[src/rtl/grid_maze_dfs_reachability_unit_macros.svh]
// assertion macros for the grid maze reachability unit
// used by the top level only; no dependencies
`ifndef GRID_MAZE_DFS_REACHABILITY_UNIT_MACROS_SVH
`define GRID_MAZE_DFS_REACHABILITY_UNIT_MACROS_SVH

// same-cycle implication, disabled during reset
`define GMD_ASSERT_IMPL(label, clk, rst_n, ante, cons, msg) \
    label: assert property (@(posedge clk) disable iff (!rst_n) (ante) |-> (cons)) \
        else $error(msg);

// next-cycle implication, disabled during reset
`define GMD_ASSERT_NEXT(label, clk, rst_n, ante, cons, msg) \
    label: assert property (@(posedge clk) disable iff (!rst_n) (ante) |=> (cons)) \
        else $error(msg);

`endif

[src/rtl/gmd_pkg.sv]
// shared types, constants and helpers for the grid maze reachability unit
// no dependencies
package gmd_pkg;

    localparam int GRID_DIM = 16;
    localparam int CELLS    = GRID_DIM * GRID_DIM;
    localparam int COORD_W  = $clog2(GRID_DIM);
    localparam int CELL_AW  = $clog2(CELLS);
    localparam int SP_W     = $clog2(CELLS + 1);

    localparam int FIELD_W  = 4;
    localparam int KIND_W   = 2;
    localparam int STEP_W   = 10;
    localparam int CFG_IDX_W  = 1;
    localparam int CFG_DATA_W = 4;

    localparam logic [KIND_W-1:0] KIND_OPEN    = 2'd0;
    localparam logic [KIND_W-1:0] KIND_BLOCKED = 2'd1;
    localparam logic [KIND_W-1:0] KIND_EXIT    = 2'd2;

    localparam logic [STEP_W-1:0] COUNT_MAX = {STEP_W{1'b1}};

    localparam logic [CFG_IDX_W-1:0] REG_START_ROW = 1'd0;
    localparam logic [CFG_IDX_W-1:0] REG_START_COL = 1'd1;

    typedef struct packed {
        logic [FIELD_W-1:0] cell_row;
        logic [FIELD_W-1:0] cell_col;
        logic [KIND_W-1:0]  cell_kind;
        logic               last_cell;
    } gmd_item_t;

    typedef struct packed {
        logic              path_found;
        logic [STEP_W-1:0] step_count;
    } gmd_result_t;

    // requests from the search controller to the grid store
    typedef struct packed {
        logic               load_we;
        logic [CELL_AW-1:0] load_addr;
        logic [KIND_W-1:0]  load_kind;
        logic [CELL_AW-1:0] rd_addr;
        logic               vis_set;
        logic [CELL_AW-1:0] vis_addr;
        logic               clear_start;
    } gmd_store_req_t;

    typedef struct packed {
        logic              clearing;
        logic [KIND_W-1:0] rd_kind;
        logic              rd_visited;
    } gmd_store_stat_t;

    function automatic logic field_in_grid(input logic [FIELD_W-1:0] f);
        return int'(f) < GRID_DIM;
    endfunction

    function automatic logic [CELL_AW-1:0] cell_addr(input logic [COORD_W-1:0] r,
                                                     input logic [COORD_W-1:0] c);
        return CELL_AW'(int'(r) * GRID_DIM + int'(c));
    endfunction

endpackage

[src/rtl/gmd_grid_store.sv]
// grid store: cell kind memory and visited memory with a clearing sweep
// depends on gmd_pkg
module gmd_grid_store (
    input  logic                    clk,
    input  logic                    rst_n,
    input  gmd_pkg::gmd_store_req_t req,
    output gmd_pkg::gmd_store_stat_t stat
);
    import gmd_pkg::*;

    logic [KIND_W-1:0]  cell_mem [CELLS];
    logic               vis_mem  [CELLS];
    logic [KIND_W-1:0]  kind_rd_reg;
    logic               vis_rd_reg;
    logic               clr_busy_reg;
    logic               clr_busy_next;
    logic [CELL_AW-1:0] clr_addr_reg;
    logic [CELL_AW-1:0] clr_addr_next;

    always_ff @(posedge clk)
    begin
        if (req.load_we)
        begin
            cell_mem[req.load_addr] <= req.load_kind;
        end
        kind_rd_reg <= cell_mem[req.rd_addr];
    end

    // the sweep owns the write port while it runs
    always_ff @(posedge clk)
    begin
        if (clr_busy_reg)
        begin
            vis_mem[clr_addr_reg] <= 1'b0;
        end
        else if (req.vis_set)
        begin
            vis_mem[req.vis_addr] <= 1'b1;
        end
        vis_rd_reg <= vis_mem[req.rd_addr];
    end

    always_comb
    begin
        clr_busy_next = clr_busy_reg;
        clr_addr_next = clr_addr_reg;
        if (req.clear_start)
        begin
            clr_busy_next = 1'b1;
            clr_addr_next = '0;
        end
        else if (clr_busy_reg)
        begin
            if (clr_addr_reg == CELL_AW'(CELLS - 1))
            begin
                clr_busy_next = 1'b0;
            end
            else
            begin
                clr_addr_next = clr_addr_reg + 1'b1;
            end
        end
    end

    always_ff @(posedge clk or negedge rst_n)
    begin
        if (!rst_n)
        begin
            clr_busy_reg <= 1'b0;
            clr_addr_reg <= '0;
        end
        else
        begin
            clr_busy_reg <= clr_busy_next;
            clr_addr_reg <= clr_addr_next;
        end
    end

    assign stat.clearing   = clr_busy_reg;
    assign stat.rd_kind    = kind_rd_reg;
    assign stat.rd_visited = vis_rd_reg;

endmodule

[src/rtl/grid_maze_dfs_reachability_unit.sv]
// grid maze reachability unit: load controller, depth-first search sequencer, stack memory
// depends on gmd_pkg, gmd_grid_store and the assertion macro header
//
// usage: cells are loaded as beats on item, one per cycle, accepted when start is high and
// busy is low. a cell outside the grid is not stored. a beat with last_cell set is stored
// and then starts a search from the start cell set by cfg_we/cfg_index/cfg_data
// (start_row index 0, reset 1; start_col index 1, reset 0). busy stays high for the search.
// order of work: the visited memory is first cleared by a sweep that holds the search;
// then each arrival at a cell (the start, a push or a pop) passes ST_CUR_RD and ST_CUR_CK,
// each probed neighbor ST_PROBE and ST_NB_CK (only ST_PROBE if off-grid), and each pop
// ST_POP_WB first; the registered reads of the cell and visited memories set this order.
// done rises the cycle after the final decision and pulses for one cycle with result
// (path_found, step_count); busy drops in that same cycle. other cell loads give no result.
// the receiver cannot stall: done marks the result beat for a single cycle, and result holds
// until the next search starts. reset returns the controller to idle and the start registers
// to their reset values; the cell memory holds nothing defined until loaded.
module grid_maze_dfs_reachability_unit (
    input  logic                          clk,
    input  logic                          rst_n,
    input  logic                          start,
    output logic                          busy,
    input  gmd_pkg::gmd_item_t            item,
    output logic                          done,
    output gmd_pkg::gmd_result_t          result,
    input  logic                          cfg_we,
    input  logic [gmd_pkg::CFG_IDX_W-1:0] cfg_index,
    input  logic [gmd_pkg::CFG_DATA_W-1:0] cfg_data
);
    import gmd_pkg::*;

    `include "grid_maze_dfs_reachability_unit_macros.svh"

    localparam logic [2:0] ST_IDLE   = 3'd0;
    localparam logic [2:0] ST_SWEEP  = 3'd1;
    localparam logic [2:0] ST_CUR_RD = 3'd2;
    localparam logic [2:0] ST_CUR_CK = 3'd3;
    localparam logic [2:0] ST_PROBE  = 3'd4;
    localparam logic [2:0] ST_NB_CK  = 3'd5;
    localparam logic [2:0] ST_POP_WB = 3'd6;

    localparam logic [1:0] DIR_DOWN  = 2'd0;
    localparam logic [1:0] DIR_RIGHT = 2'd1;
    localparam logic [1:0] DIR_UP    = 2'd2;
    localparam logic [1:0] DIR_LEFT  = 2'd3;

    localparam int POS_W = 2 * COORD_W;

    gmd_store_req_t  store_req;
    gmd_store_stat_t store_stat;

    logic [2:0]          state_reg,   state_next;
    logic [1:0]          dir_reg,     dir_next;
    logic [COORD_W-1:0]  cur_row_reg, cur_row_next;
    logic [COORD_W-1:0]  cur_col_reg, cur_col_next;
    logic [COORD_W-1:0]  nb_row_reg,  nb_row_next;
    logic [COORD_W-1:0]  nb_col_reg,  nb_col_next;
    logic [SP_W-1:0]     sp_reg,      sp_next;
    logic [STEP_W-1:0]   step_cnt_reg, step_cnt_next;
    logic                done_reg,    done_next;
    logic                found_reg,   found_next;
    logic [FIELD_W-1:0]  start_row_reg;
    logic [FIELD_W-1:0]  start_col_reg;

    logic [POS_W-1:0]    stack_mem [CELLS];
    logic [POS_W-1:0]    stack_rd_reg;
    logic                stack_we;
    logic                stack_re;
    logic [SP_W-1:0]     sp_dec;

    logic                accept;
    logic                nb_ok;
    logic [COORD_W-1:0]  nb_row_c;
    logic [COORD_W-1:0]  nb_col_c;
    logic [STEP_W-1:0]   step_inc;

    gmd_grid_store u_store (
        .clk   (clk),
        .rst_n (rst_n),
        .req   (store_req),
        .stat  (store_stat)
    );

    assign busy   = (state_reg != ST_IDLE);
    assign accept = start && !busy;
    assign sp_dec = sp_reg - 1'b1;
    assign step_inc = (step_cnt_reg == COUNT_MAX) ? step_cnt_reg : step_cnt_reg + 1'b1;

    // candidate neighbor for the direction under test
    always_comb
    begin
        nb_row_c = cur_row_reg;
        nb_col_c = cur_col_reg;
        nb_ok    = 1'b0;
        unique case (dir_reg)
            DIR_DOWN:
            begin
                nb_row_c = cur_row_reg + 1'b1;
                nb_ok    = (int'(cur_row_reg) + 1) < GRID_DIM;
            end
            DIR_RIGHT:
            begin
                nb_col_c = cur_col_reg + 1'b1;
                nb_ok    = (int'(cur_col_reg) + 1) < GRID_DIM;
            end
            DIR_UP:
            begin
                nb_row_c = cur_row_reg - 1'b1;
                nb_ok    = (cur_row_reg != '0);
            end
            DIR_LEFT:
            begin
                nb_col_c = cur_col_reg - 1'b1;
                nb_ok    = (cur_col_reg != '0);
            end
        endcase
    end

    always_comb
    begin
        state_next    = state_reg;
        dir_next      = dir_reg;
        cur_row_next  = cur_row_reg;
        cur_col_next  = cur_col_reg;
        nb_row_next   = nb_row_reg;
        nb_col_next   = nb_col_reg;
        sp_next       = sp_reg;
        step_cnt_next = step_cnt_reg;
        done_next     = 1'b0;
        found_next    = found_reg;
        stack_we      = 1'b0;
        stack_re      = 1'b0;

        store_req.load_we     = 1'b0;
        store_req.load_addr   = cell_addr(COORD_W'(item.cell_row), COORD_W'(item.cell_col));
        store_req.load_kind   = item.cell_kind;
        store_req.rd_addr     = cell_addr(cur_row_reg, cur_col_reg);
        store_req.vis_set     = 1'b0;
        store_req.vis_addr    = cell_addr(cur_row_reg, cur_col_reg);
        store_req.clear_start = 1'b0;

        unique case (state_reg)
            ST_IDLE:
            begin
                if (accept)
                begin
                    store_req.load_we = field_in_grid(item.cell_row) &&
                                        field_in_grid(item.cell_col);
                    if (item.last_cell)
                    begin
                        store_req.clear_start = 1'b1;
                        sp_next       = '0;
                        step_cnt_next = '0;
                        state_next    = ST_SWEEP;
                    end
                end
            end
            ST_SWEEP:
            begin
                if (!store_stat.clearing)
                begin
                    if (field_in_grid(start_row_reg) && field_in_grid(start_col_reg))
                    begin
                        cur_row_next = COORD_W'(start_row_reg);
                        cur_col_next = COORD_W'(start_col_reg);
                        state_next   = ST_CUR_RD;
                    end
                    else
                    begin
                        cur_row_next = '0;
                        cur_col_next = '0;
                        found_next   = 1'b0;
                        done_next    = 1'b1;
                        state_next   = ST_IDLE;
                    end
                end
            end
            ST_CUR_RD:
            begin
                state_next = ST_CUR_CK;
            end
            ST_CUR_CK:
            begin
                if (store_stat.rd_kind == KIND_EXIT)
                begin
                    found_next = 1'b1;
                    done_next  = 1'b1;
                    state_next = ST_IDLE;
                end
                else
                begin
                    store_req.vis_set = 1'b1;
                    dir_next   = DIR_DOWN;
                    state_next = ST_PROBE;
                end
            end
            ST_PROBE:
            begin
                if (nb_ok)
                begin
                    store_req.rd_addr = cell_addr(nb_row_c, nb_col_c);
                    nb_row_next = nb_row_c;
                    nb_col_next = nb_col_c;
                    state_next  = ST_NB_CK;
                end
                else if (dir_reg != DIR_LEFT)
                begin
                    dir_next = dir_reg + 1'b1;
                end
                else if (sp_reg == '0)
                begin
                    found_next = 1'b0;
                    done_next  = 1'b1;
                    state_next = ST_IDLE;
                end
                else
                begin
                    stack_re   = 1'b1;
                    sp_next    = sp_dec;
                    state_next = ST_POP_WB;
                end
            end
            ST_NB_CK:
            begin
                if (store_stat.rd_kind != KIND_BLOCKED && !store_stat.rd_visited)
                begin
                    cur_row_next  = nb_row_reg;
                    cur_col_next  = nb_col_reg;
                    step_cnt_next = step_inc;
                    if (int'(sp_reg) < CELLS)
                    begin
                        stack_we = 1'b1;
                        sp_next  = sp_reg + 1'b1;
                    end
                    state_next = ST_CUR_RD;
                end
                else if (dir_reg != DIR_LEFT)
                begin
                    dir_next   = dir_reg + 1'b1;
                    state_next = ST_PROBE;
                end
                else if (sp_reg == '0)
                begin
                    found_next = 1'b0;
                    done_next  = 1'b1;
                    state_next = ST_IDLE;
                end
                else
                begin
                    stack_re   = 1'b1;
                    sp_next    = sp_dec;
                    state_next = ST_POP_WB;
                end
            end
            ST_POP_WB:
            begin
                cur_row_next  = stack_rd_reg[POS_W-1:COORD_W];
                cur_col_next  = stack_rd_reg[COORD_W-1:0];
                step_cnt_next = step_inc;
                state_next    = ST_CUR_RD;
            end
            default:
            begin
                state_next = ST_IDLE;
            end
        endcase
    end

    // position stack: one write port for pushes, one registered read for pops
    always_ff @(posedge clk)
    begin
        if (stack_we)
        begin
            stack_mem[sp_reg[CELL_AW-1:0]] <= {nb_row_reg, nb_col_reg};
        end
        if (stack_re)
        begin
            stack_rd_reg <= stack_mem[sp_dec[CELL_AW-1:0]];
        end
    end

    always_ff @(posedge clk or negedge rst_n)
    begin
        if (!rst_n)
        begin
            state_reg     <= ST_IDLE;
            dir_reg       <= DIR_DOWN;
            cur_row_reg   <= '0;
            cur_col_reg   <= '0;
            nb_row_reg    <= '0;
            nb_col_reg    <= '0;
            sp_reg        <= '0;
            step_cnt_reg  <= '0;
            done_reg      <= 1'b0;
            found_reg     <= 1'b0;
            start_row_reg <= FIELD_W'(1);
            start_col_reg <= '0;
        end
        else
        begin
            state_reg    <= state_next;
            dir_reg      <= dir_next;
            cur_row_reg  <= cur_row_next;
            cur_col_reg  <= cur_col_next;
            nb_row_reg   <= nb_row_next;
            nb_col_reg   <= nb_col_next;
            sp_reg       <= sp_next;
            step_cnt_reg <= step_cnt_next;
            done_reg     <= done_next;
            found_reg    <= found_next;
            if (cfg_we)
            begin
                unique case (cfg_index)
                    REG_START_ROW: start_row_reg <= cfg_data;
                    REG_START_COL: start_col_reg <= cfg_data;
                endcase
            end
        end
    end

    assign done              = done_reg;
    assign result.path_found = found_reg;
    assign result.step_count = step_cnt_reg;

    `GMD_ASSERT_NEXT(a_done_single, clk, rst_n, done, !done, "result strobe longer than one cycle")
    `GMD_ASSERT_NEXT(a_last_starts, clk, rst_n, accept && item.last_cell, busy, "last cell beat did not start a search")
    `GMD_ASSERT_NEXT(a_count_sat, clk, rst_n, busy && step_cnt_reg == COUNT_MAX, step_cnt_reg == COUNT_MAX, "step count left saturation during a search")

endmodule

[config.mk]
export PLATFORM = sky130hd
export DESIGN_NAME = grid_maze_dfs_reachability_unit
export DESIGN_NICKNAME = d
export VERILOG_FILES = /design/src/rtl/gmd_pkg.sv /design/src/rtl/gmd_grid_store.sv /design/src/rtl/grid_maze_dfs_reachability_unit.sv
export VERILOG_INCLUDE_DIRS = /design/src /design/src/rtl
export SDC_FILE = /design/constraint.sdc
export NUM_CORES = 2
export LEC_CHECK = 0
export BUFFER_PORTS_ARGS = -buffer_cell sky130_fd_sc_hd__buf_2
export CORE_MARGIN = 2
export CORE_UTILIZATION = 50
export CTS_BUF_LIST = sky130_fd_sc_hd__clkbuf_4 sky130_fd_sc_hd__clkbuf_8
export DETAILED_ROUTE_END_ITERATION = 12
export PLACE_DENSITY = 0.76
export SYNTH_ARGS = -nofsm -noshare
export SYNTH_HDL_FRONTEND = slang
export SYNTH_SLANG_ARGS = --single-unit
[constraint.sdc]
create_clock -name clk -period 7.1 [get_ports clk]
set_input_delay 0.71 -clock clk [delete_from_list [all_inputs] [get_ports clk]]
set_output_delay 0.71 -clock clk [all_outputs]
set_load 0.005 [all_outputs]
==> summary.md <==
| Metric | Value |
|---|---|
| IO buf count | 32 |
| Dpl hpwl | 179000 um |
| RD Place Congestion | about 0.93 |
| RSZ-0062 raised after global routing | false |
| Crit-path max FO | 54 |
| Post-synth top area cell | edfxtp_1 |
| Die X | between 400 and 500 um |
| Met2 routed WL | ~140000 um |
| Final setup viols | 0 |
| Max-slew headroom | a little over 5% |
| Synthesis warning total | 0 |
| Vias in the first global route | 66300 |
| H-tree depth | 5 |
| Tightest Pin Transition | ~1.4 ns |
| Gr ovfl total | 0 |
| Clock buffer depth | 4 |
| Main synth FF type | edfxtp_1 |
| Final ANT Viol Nets | 0 |
| Final design instance area without fill | 0.131 mm^2 |
| Initial drt markers | 10400 |
| Status | finished, final reports clean |
| Max-slew violations | 0 |
| Area after DPL | 0.123 mm^2 |
| Worst VDD drop | 320 uV |
| Gate Count Post-Synth | about 6600 |
| Final TNS setup | 0 ns |
| Rows | 179 |
| Setup Crit Path Kind | reg2reg |
| TritonCTS clock tree | built |
| Total GRT Usage | 24.7% |
| Synth top cells by count | 2824 x edfxtp_1, 871 x nor2_1, 735 x mux4_2 |
| Crit end category | flip-flop |
| Power per cell area | roughly 330 mW/mm^2 |
| Met1 Routed Length | around 110000 um |
| Clk Tree Root Cell | clkbuf_8 |
| Final Hold Viols | 0 |
| Dpl cells | approximately 9500 |
| Register area share after synthesis | between 70% and 80% |
| Die area | approximately 0.24 mm^2 |
| Largest cells by area after synthesis | edfxtp_1 71%, mux4_2 14%, nor2_1 2.7%, mux2i_1 2.2%, nand2_1 1.2% |
| Pleak | roughly 40 nW |
| Avg WL per Cell | approximately 29 um |
| Starting Density | slightly above 50% |
| Worst Clk Skew | 0.118 ns |
| Final worst path period need | 5.70 ns |
| Synth Cell Area | between 0.1 and 0.15 mm^2 |
| Post-synth EDFFs | between 2000 and 3000 |
| Final Cycle Share | around four fifths |
| Critical Path RT | approximately 8.1 ns |
| Synthesized area per cell | between 15 and 20 um^2 |
| Max-cap viol count | 0 |
| Multi-input gate area | around 0.031 mm^2 |
| Most instantiated library cell after synthesis | edfxtp_1 |
| Routed met3 length | between 30000 and 40000 um |
| Clock Latency Late Sink | approximately 1.2 ns |
| Crit path DAT | roughly 6.7 ns |
| Post-synth cell types | between 90 and 100 |
| Mapped Nets | 6676 |
| Core outline area | between 0.2 and 0.25 mm^2 |
| Worst Setup Start Kind | flip-flop |
| Max FFs per register | 2048 |
| First-pass iteration count of the detailed router | 12 |
| Initial antenna violation count | 13 |
| Fin nets | 6837 |
| Area growth syn-to-layout | 10.0% |
| Residual DRC | 0 |
| Post-synthesis async set-or-reset flop share | approximately 2.0% |
| Share of post-route cells with drive strength above 1 | 23.3% |
| Hold/Removal Path Class | in2reg |
| CTS clk-pin slew, worst paths | 0.06 ns |
| Fmax | ~180 MHz |
| Drt via density | ~6.5 |
| Layout filler cell count | about 17000 |
| Num CTS Buffers | roughly 440 |
| WL final | 303000 um |
| Die Ht | 493 um |
| CTS Sinks | between 2000 and 3000 |
| Via Count | 66600 |
| First-pass GRT wire length | about 440000 um |
| Top Metal Used | met5 |
| Sequential cell area | 0.0864 mm^2 |
| Largest net degree at the start of global routing | approximately 160 |
| Share of the synthesized area in the top cell type | 71.0% |
| Io pins | 33 |
| Fin cells | between 10000 and 15000 |
| Yosys reg bits | slightly below 3000 |
area by class of cell:
cell class	count	share of cell area [%]
clock buffers	580	5.46
repair buffers	154	0.982
inverters	32	0.0914
well taps	3167	3.01
clock inverters	197	0.893
diodes	3	0.00571
flip-flops and latches	2886	65.7
multi-input cells	3283	23.8
report_power, final:
group / switching [mW] / internal [mW] / leakage [nW] / total [mW]
registers: 0.699 / 20.4 / 26.1 / 21.1
logic: 6.11 / 2.48 / 9.46 / 8.59
clock network: 6.32 / 6.92 / 4.42 / 13.2
total: 13.1 / 29.8 / 40.0 / 43.0
path summary, 6_finish.rpt:
kind / from / to / slack (ns) / depth (start not counted)
worst max-delay path: dir_reg[0] / u_store.kind_rd_reg[1] / 1.40 / 11
worst min-delay path: item[4] / u_store.cell_mem[33][0] / 0.11 / 4
worst max register to register: dir_reg[0] / u_store.kind_rd_reg[1] / 1.40 / 11
worst min register to register: state_reg[2] / state_reg[0] / 0.55 / 1
max in group asynchronous: rst_n / cur_col_reg[0] / 6.04 / 3
min in group asynchronous: rst_n / step_cnt_reg[5] / 0.27 / 3
cells in the final DEF, fill, tap and decap left out, types with 13 or more instances in the layout:
| cell type | count |
|---|---|
| edfxtp_1 | 2824 |
| nor2_1 | 869 |
| mux4_2 | 735 |
| clkbuf_8 | 451 |
| nand2_1 | 378 |
| mux2i_1 | 258 |
| clkbuf_4 | 129 |
| clkinv_1 | 123 |
| nand3_1 | 111 |
| o21ai_0 | 103 |
| buf_4 | 101 |
| o22ai_1 | 85 |
| a21oi_1 | 75 |
| nor3_1 | 62 |
| clkinv_2 | 50 |
| o221ai_1 | 49 |
| dfrtp_1 | 47 |
| mux2_2 | 42 |
| a31oi_1 | 36 |
| nand4_1 | 31 |
| buf_2 | 30 |
| inv_1 | 29 |
| a211oi_1 | 26 |
| nor2b_1 | 25 |
| nand2b_1 | 22 |
| a32oi_1 | 21 |
| o31ai_1 | 19 |
| o211ai_1 | 19 |
| and3_1 | 17 |
| or3_1 | 17 |
| ha_1 | 15 |
| buf_12 | 15 |
| nand2_2 | 13 |
| a311oi_1 | 13 |
| a22oi_1 | 13 |
through the flow:
step	hold WS, ns	setup slack (ns)	power, mW	util [%]
5_1_grt	0.101	1.18	44.2	55.3
6_report	0.109	1.40	43.0	55.3
4_1_cts	0.0254	1.69	42.8	55.3
3_5_place_dp	0.519	1.65	29.8	51.8
3_3_place_gp	0.508	1.71	29.5	51.8
2_1_floorplan	0.414	0.158	26.8	-
kinds of logic (layout without fill, tap and decap cells):
kind of cell,after synthesis,after routing,synth area share (%)
flops,2886,2886,72.3
other cells,0,3,0
xor+xnor,21,21,0.154
fa+ha+maj,18,18,0.201
buf+inv,469,963,1.69
simple gates,1617,1617,5.73
compound gates,591,591,3.51
mux,1036,1036,16.4
critical path: stages (launching register included):
cell and delay, ns:
dfrtp_1 0.40, ha_1 0.48, inv_1 0.15, fa_4 0.91
buf_4 0.50, nand3_4 0.70, o221ai_1 0.42, o21ai_0 0.14
a311oi_1 1.07, o21ai_0 0.25, a32o_1 0.30, a32o_1 0.21
repair_timing:
action | 4_1_cts | 5_1_grt
hold endpoints to repair | 68 | 0
resized for setup | 0 | 0
hold buffers | 6 | 0
setup buffers | 0 | 0
routing by layer:
layer / GRT usage, % / up-vias
li1: - / 27100
met1: 33.6 / 34000
met2: 38.3 / 4691
met3: 6.32 / 844
met4: 10.2 / 8
met5: 0 / -
Power figures use the tool's default switching activity.
